**config.mk**
```make
export PLATFORM = sky130hd
export DESIGN_NAME = int64_to_decimal_ascii_core
export DESIGN_NICKNAME = d
export VERILOG_FILES = /design/src/hdl/i2d_pkg.sv /design/src/hdl/i2d_dabble.sv /design/src/hdl/i2d_seq.sv /design/src/hdl/int64_to_decimal_ascii_core.sv
export SDC_FILE = /design/constraint.sdc
export NUM_CORES = 1
export LEC_CHECK = 0
export ABC_AREA = 1
export ABC_CLOCK_PERIOD_IN_PS = 5100
export BUFFER_PORTS_ARGS = -buffer_cell sky130_fd_sc_hd__buf_2
export CORE_MARGIN = 1.5
export CORE_UTILIZATION = 50
export DETAILED_ROUTE_END_ITERATION = 16
export HOLD_SLACK_MARGIN = 0.15
export PLACE_DENSITY = 0.72
export SLEW_MARGIN = 20
export SYNTH_ARGS = -nofsm -noshare
export SYNTH_HDL_FRONTEND = slang
export SYNTH_HIERARCHICAL = 1
export SYNTH_SLANG_ARGS = --single-unit
```
**constraint.sdc**
```tcl
create_clock -name clock -period 5.1 [get_ports clock]
set_clock_uncertainty 0.2 [all_clocks]
set_input_delay 1.53 -clock clock [delete_from_list [all_inputs] [get_ports clock]]
set_output_delay 1.53 -clock clock [all_outputs]
set_load 0.05 [all_outputs]
```
**src/hdl/i2d_pkg.sv**
```systemverilog
`timescale 1ns / 1ps
package i2d_pkg;

   localparam int DEFAULT_VALUE_BITS = 64;

   localparam logic [7:0] CHAR_ZERO  = 8'h30;
   localparam logic [7:0] CHAR_MINUS = 8'h2D;

   // Decimal digits needed for 2**bits - 1; 1233/4096 approximates log10(2).
   function automatic int dec_digits(input int bits);
      dec_digits = ((bits * 1233) >> 12) + 1;
   endfunction

   // Commands from the sequencer to the digit shift register.
   typedef struct packed {
      logic load;        // take a new magnitude, clear the BCD digits
      logic bit_step;    // one double-dabble step: adjust digits, shift in one bit
      logic digit_step;  // shift the BCD digits up by one decimal digit
   } i2d_ctl_type;

endpackage

```
**src/hdl/i2d_dabble.sv**
```systemverilog
`timescale 1ns / 1ps
module i2d_dabble #(
   parameter int VALUE_BITS = 64,
   parameter int DIGITS     = 20
) (
   input  logic                    clock,
   input  i2d_pkg::i2d_ctl_type    ctl,
   input  logic [VALUE_BITS-1:0]   load_mag,
   output logic [3:0]              top_digit
);
   import i2d_pkg::*;

   localparam int BCD_BITS = 4 * DIGITS;

   logic [VALUE_BITS-1:0] mag_ff, mag_in;
   logic [BCD_BITS-1:0]   bcd_ff, bcd_in;
   logic [BCD_BITS-1:0]   bcd_adj;

   // Add 3 to every digit of 5 or more before the shift.
   always_comb begin
      for (int d = 0; d < DIGITS; d++) begin
         if (bcd_ff[4*d +: 4] >= 4'd5) begin
            bcd_adj[4*d +: 4] = bcd_ff[4*d +: 4] + 4'd3;
         end else begin
            bcd_adj[4*d +: 4] = bcd_ff[4*d +: 4];
         end
      end
   end

   always_comb begin
      mag_in = mag_ff;
      bcd_in = bcd_ff;
      if (ctl.load) begin
         mag_in = load_mag;
         bcd_in = '0;
      end else if (ctl.bit_step) begin
         mag_in = {mag_ff[VALUE_BITS-2:0], 1'b0};
         bcd_in = {bcd_adj[BCD_BITS-2:0], mag_ff[VALUE_BITS-1]};
      end else if (ctl.digit_step) begin
         bcd_in = {bcd_ff[BCD_BITS-5:0], 4'd0};
      end
   end

   always_ff @(posedge clock) begin
      mag_ff <= mag_in;
      bcd_ff <= bcd_in;
   end

   assign top_digit = bcd_ff[BCD_BITS-1 -: 4];

endmodule

```
**src/hdl/i2d_seq.sv**
```systemverilog
`timescale 1ns / 1ps
module i2d_seq #(
   parameter int VALUE_BITS = 64,
   parameter int DIGITS     = 20
) (
   input  logic                    clock,
   input  logic                    reset,
   input  logic                    req_valid,
   output logic                    req_ready,
   input  logic [63:0]             req_value,
   input  logic                    req_is_signed,
   output logic                    rsp_valid,
   input  logic                    rsp_ready,
   output logic [7:0]              rsp_char_code,
   output logic                    rsp_last,
   output i2d_pkg::i2d_ctl_type    ctl,
   output logic [VALUE_BITS-1:0]   load_mag,
   input  logic [3:0]              top_digit
);
   import i2d_pkg::*;

   localparam int CW = $clog2(VALUE_BITS + 1);

   localparam logic [2:0] ST_IDLE  = 3'd0;
   localparam logic [2:0] ST_CONV  = 3'd1;
   localparam logic [2:0] ST_SKIP  = 3'd2;
   localparam logic [2:0] ST_SIGN  = 3'd3;
   localparam logic [2:0] ST_DIGIT = 3'd4;

   logic [2:0]            state_ff, state_in;
   logic [CW-1:0]         cnt_ff, cnt_in;
   logic                  neg_ff, neg_in;
   logic                  rsp_valid_ff, rsp_valid_in;
   logic [7:0]            rsp_char_ff, rsp_char_in;
   logic                  rsp_last_ff, rsp_last_in;
   logic                  out_free;
   logic                  accept;
   logic [VALUE_BITS-1:0] raw;
   logic                  raw_neg;

   assign req_ready = (state_ff == ST_IDLE);
   assign accept    = req_valid && req_ready;
   assign out_free  = !rsp_valid_ff || rsp_ready;

   assign raw      = req_value[VALUE_BITS-1:0];
   assign raw_neg  = req_is_signed && raw[VALUE_BITS-1];
   assign load_mag = raw_neg ? (~raw + {{(VALUE_BITS-1){1'b0}}, 1'b1}) : raw;

   always_comb begin
      state_in       = state_ff;
      cnt_in         = cnt_ff;
      neg_in         = neg_ff;
      rsp_char_in    = rsp_char_ff;
      rsp_last_in    = rsp_last_ff;
      rsp_valid_in   = rsp_valid_ff && !rsp_ready;
      ctl            = '0;
      case (state_ff)
         ST_IDLE: begin
            if (accept) begin
               ctl.load = 1'b1;
               neg_in   = raw_neg;
               cnt_in   = CW'(VALUE_BITS);
               state_in = ST_CONV;
            end
         end
         ST_CONV: begin
            ctl.bit_step = 1'b1;
            cnt_in       = cnt_ff - CW'(1);
            if (cnt_ff == CW'(1)) begin
               cnt_in   = CW'(DIGITS);
               state_in = ST_SKIP;
            end
         end
         ST_SKIP: begin
            // drop leading zeros, keeping at least one digit
            if (top_digit == 4'd0 && cnt_ff != CW'(1)) begin
               ctl.digit_step = 1'b1;
               cnt_in         = cnt_ff - CW'(1);
            end else if (neg_ff) begin
               state_in = ST_SIGN;
            end else begin
               state_in = ST_DIGIT;
            end
         end
         ST_SIGN: begin
            if (out_free) begin
               rsp_valid_in = 1'b1;
               rsp_char_in  = CHAR_MINUS;
               rsp_last_in  = 1'b0;
               state_in     = ST_DIGIT;
            end
         end
         ST_DIGIT: begin
            if (out_free) begin
               rsp_valid_in   = 1'b1;
               rsp_char_in    = CHAR_ZERO + {4'd0, top_digit};
               rsp_last_in    = (cnt_ff == CW'(1));
               ctl.digit_step = 1'b1;
               cnt_in         = cnt_ff - CW'(1);
               if (cnt_ff == CW'(1)) begin
                  state_in = ST_IDLE;
               end
            end
         end
         default: begin
            state_in = ST_IDLE;
         end
      endcase
   end

   always_ff @(posedge clock) begin
      if (reset) begin
         state_ff     <= ST_IDLE;
         rsp_valid_ff <= 1'b0;
      end else begin
         state_ff     <= state_in;
         rsp_valid_ff <= rsp_valid_in;
      end
      cnt_ff      <= cnt_in;
      neg_ff      <= neg_in;
      rsp_char_ff <= rsp_char_in;
      rsp_last_ff <= rsp_last_in;
   end

   assign rsp_valid     = rsp_valid_ff;
   assign rsp_char_code = rsp_char_ff;
   assign rsp_last      = rsp_last_ff;

endmodule

```
**src/hdl/int64_to_decimal_ascii_core.sv**
```systemverilog
`timescale 1ns / 1ps
// Converts a VALUE_BITS-wide integer (read as signed or unsigned per transaction)
// to decimal ASCII, one character per response transaction, most significant
// digit first, with no leading zeros and a leading '-' for negative signed
// values; rsp_last marks the final character. Conversion is bit-serial double
// dabble: the BCD digits are built one magnitude bit at a time, then leading
// zeros are dropped one digit at a time, then the characters (sign included)
// are emitted as the output register frees up. req_ready rises again once the
// final character is loaded into the output register, so that character may
// still sit in the output register while the next request is accepted.
module int64_to_decimal_ascii_core #(
   parameter int VALUE_BITS = i2d_pkg::DEFAULT_VALUE_BITS
) (
   input  logic        clock,
   input  logic        reset,
   input  logic        req_valid,
   output logic        req_ready,
   input  logic [63:0] req_value,
   input  logic        req_is_signed,
   output logic        rsp_valid,
   input  logic        rsp_ready,
   output logic [7:0]  rsp_char_code,
   output logic        rsp_last
);
   import i2d_pkg::*;

   localparam int DIGITS = dec_digits(VALUE_BITS);

   i2d_ctl_type           ctl;
   logic [VALUE_BITS-1:0] load_mag;
   logic [3:0]            top_digit;

   i2d_seq #(
      .VALUE_BITS (VALUE_BITS),
      .DIGITS     (DIGITS)
   ) u_seq (
      .clock         (clock),
      .reset         (reset),
      .req_valid     (req_valid),
      .req_ready     (req_ready),
      .req_value     (req_value),
      .req_is_signed (req_is_signed),
      .rsp_valid     (rsp_valid),
      .rsp_ready     (rsp_ready),
      .rsp_char_code (rsp_char_code),
      .rsp_last      (rsp_last),
      .ctl           (ctl),
      .load_mag      (load_mag),
      .top_digit     (top_digit)
   );

   i2d_dabble #(
      .VALUE_BITS (VALUE_BITS),
      .DIGITS     (DIGITS)
   ) u_dabble (
      .clock     (clock),
      .ctl       (ctl),
      .load_mag  (load_mag),
      .top_digit (top_digit)
   );

endmodule
```
==> impl_metrics.py <==
metrics = {
    "status": {
        "status": "finished, final reports clean",
    },
    "placed_design": {
        "port_buffers": 76,
        "place_congestion": 0.943,
        "dp_hpwl_mm": 20.2,
    },
    "synth": {
        "netlist-cell-type-count": 46,
        "netlist_area_sq_um": 11600,
        "synth_edf_count": 78,
        "syn_inst": 1730,
        "synthMuxAreaShare_pct": 0,
        "yosysSeqAreaShare_pct": 34.6,
        "ys.flop_type": "dfxtp_1",
        "synthAdderAreaFrac_pct": 4.62,
        "synth_xor_area_share_pct": 5.04,
        "yosys_warnings": 6,
        "synth_compound_area_share_pct": 13.5,
        "synth-simple-area-share_pct": 31.6,
        "syn_avg_cell_area_sq_um": 6.73,
        "yosys_register_bits": 162,
        "synth_top_family_by_area": "simple AND/OR/NAND/NOR gates",
        "synth_async_sr_flop_share_pct": 0,
    },
    "routing": {
        "vias": 10900,
        "antenna_left": 0,
        "drt-initial-drc-count": 998,
        "wl_per_cell_um": 13.7,
        "drt_wl_total_mm": 28.7,
        "viasPerCell": 5.22,
        "drc": 0,
        "dr.pass1.iters": 6,
    },
    "worst_setup_path": {
        "r2r_slack_ns": 2.24,
        "crit_required_ns": 5.21,
        "critPathLaunchType": "input pin",
        "cp.arrival_ns": 3.41,
        "rr_worst_depth": 13,
        "path_max_fanout": 71,
        "rr_startpoint": "u_seq/cnt_ff[1]",
        "worstSetupPathType": "input pin to flip-flop",
        "endpoint_kind": "flip-flop",
        "r2r_end": "u_dabble/bcd_ff[62]",
    },
    "worst_hold_path": {
        "hp-class": "flip-flop to flip-flop",
        "whs_endpoint": "u_dabble/bcd_ff[1]",
        "hold_depth": 2,
        "hp-start": "u_dabble/bcd_ff[1]",
    },
    "power": {
        "p_leak_nw": 5.88,
        "power_density_nw_per_um2": 629,
        "ir_worst_vdd_mv": 0.262,
    },
    "cts": {
        "root_buffer": "clkbuf_16",
        "path_clk_slew_ns": 0.06,
        "cts_max_path_buffers": 2,
        "clock_sinks": 162,
        "hold_buffers": 0,
        "tritoncts": "done",
        "clock_latency_ns": 0.42,
        "cts-buffers-inserted": 17,
        "post-cts-setup-buffers": 0,
        "cts_resized": 0,
        "htree_levels": 4,
    },
    "cells_and_area": {
        "fillCellCount": 2239,
        "diodes": 0,
        "nets": 1880,
        "drive_gt1_share_pct": 9.99,
        "area_delta_synth_final_pct": 9.19,
    },
    "sta": {
        "tns_ns": 0,
        "maxSlewHeadroom_pct": 37.0,
        "finalSetupViolations": 0,
        "layout_min_cycle_time_ns": 3.30,
        "tightest_slew_ns": 0.945,
        "fin_crit_sh_pct": 64.8,
        "hold_violations": 0,
        "hold_slack_ns": 0.282,
        "drv_slew": 0,
        "max_freq_mhz": 303,
        "rsz0062_at_grt": "no",
    },
    "floorplan": {
        "fp.dieH_um": 156,
        "fp-row-count": 55,
        "core_sq_um": 22800,
        "start_util_pct": 51.1,
        "die-area_sq_um": 24200,
        "io_pins": 80,
        "die_w_um": 156,
    },
    "global_routing": {
        "grt_first_pass_wirelength_mm": 48.2,
        "overflow": 0,
        "grt_start_max_net_pins": 85,
        "grt_use_total_pct": 24.4,
        "grt_pass1_vias": 10200,
        "grt_antenna_before_repair": 0,
    },
    "flow_run": {
        "cap_violations": 0,
    },
}
[per-layer routing]
| layer | GRT usage (%) | up-vias | part of all wire (%) |
|---|---|---|---|
| met5 | 0 | - | 0 |
| met4 | 6.30 | 0 | 1.4 |
| met3 | 3.67 | 32 | 5.8 |
| met2 | 40.6 | 324 | 47 |
| met1 | 33.2 | 4962 | 46 |
| li1 | - | 5611 | - |
[sequential cells by signal, summed over array words and instances, names as in the netlist]
register and cells:
u_seq/cnt_ff 7, u_seq/rsp_char_code 5, u_seq/rsp_valid 1, u_seq/rsp_last 1, u_dabble/bcd_ff 80, u_seq/state_ff 3, u_seq/neg_ff 1, u_dabble/mag_ff 64
[per-stage QoR]
step / instance area [sq um] / util [%] / worst slack (ns) / power (mW) / std cells
floorplan: 11600 / - / 0.685 / 5.84 / 1731
global placement: 12100 / 53.1 / 1.45 / 6.47 / 2062
detailed placement: 12100 / 53.1 / 1.40 / 6.61 / 2062
CTS: 12700 / 55.8 / 1.86 / 8.01 / 2094
global route: 12700 / 55.8 / 1.61 / 8.76 / 2094
finish: 12700 / 55.8 / 1.80 / 7.99 / 2094
[cell usage in the layout, fill, tap and decap left out, types with 5 or more instances in the layout]
cell and instances:
nand2_1 561, inv_1 200, nor2_1 158, o21ai_0 141, a21oi_1 100, nand3_1 86, dfxtp_1 84, edfxtp_1 78
buf_2 76, xor2_1 49, ha_1 43, nand4_1 24, o21ai_1 20, xnor2_1 18, clkbuf_16 17, a211oi_1 15
nand2_2 13, nor2_2 12, buf_4 10, inv_2 8, inv_6 5, nand3_2 5, nand3b_1 5
[worst max-delay path, cell delays in order]
cell and delay (ns):
buf_2 0.09, nor2_1 0.29, o21ai_0 0.25, inv_2 0.17, nand2_8 0.25, inv_4 0.50, a21oi_1 0.13, o21ai_1 0.10
inv_1 0.05
[Yosys cell counts, drive strengths merged, types with 4 or more instances]
cell,count,area share [%]
a211oi,18,1.2
a21oi,101,4.4
a31oi,4,0.21
buf,60,3.4
clkbuf,8,0.26
dfxtp,84,14
edfxtp,78,20
ha,43,4.6
inv,212,6.9
nand2,578,19
nand3,91,4.1
nand3b,6,0.42
nand4,24,1.3
nor2,174,6.1
nor3,5,0.31
o21ai,164,7.3
xnor2,18,1.4
xor2,49,3.7
[logic make-up (layout without fill, tap and decap cells)]
| family | after synthesis | after routing |
|---|---|---|
| adders and majority gates | 43 | 43 |
| buffers and inverters | 282 | 332 |
| other | 2 | 3 |
| DFF | 162 | 162 |
| and+or+nand+nor | 881 | 881 |
| xor gates and xnor gates | 67 | 67 |
| AOI/OAI and AO/OA | 293 | 293 |
[report_power, final]
group	leakage [nW]	switching (mW)	internal [mW]
Combinational	4.13	2.70	1.29
Clock	0.300	0.570	0.792
Sequential	1.45	0.389	2.25
Total	5.88	3.66	4.33
[worst max-delay path by stage]
stage                      start  depth (start not counted)                  end
2_1_floorplan  u_seq/state_ff[1]                          8   u_dabble/mag_ff[0]
3_3_place_gp           rsp_ready                          9  u_dabble/bcd_ff[78]
3_5_place_dp           rsp_ready                          9  u_dabble/bcd_ff[34]
4_1_cts                rsp_ready                          9  u_dabble/bcd_ff[14]
5_1_grt                rsp_ready                          9  u_dabble/bcd_ff[78]
6_report               rsp_ready                          9  u_dabble/bcd_ff[62]
[layout make-up]
| type | instances | area, sq um | area share (%) |
|---|---|---|---|
| sequential | 162 | 4020 | 31.6 |
| multi-input combinational | 1287 | 6410 | 50.4 |
| tap | 313 | 392 | 3.08 |
| inverter | 214 | 815 | 6.41 |
| timing repair buffer | 86 | 455 | 3.58 |
| clock buffer | 18 | 429 | 3.38 |
| clock inverter | 14 | 194 | 1.53 |
Note: power is estimated with default switching activity, not from simulation.
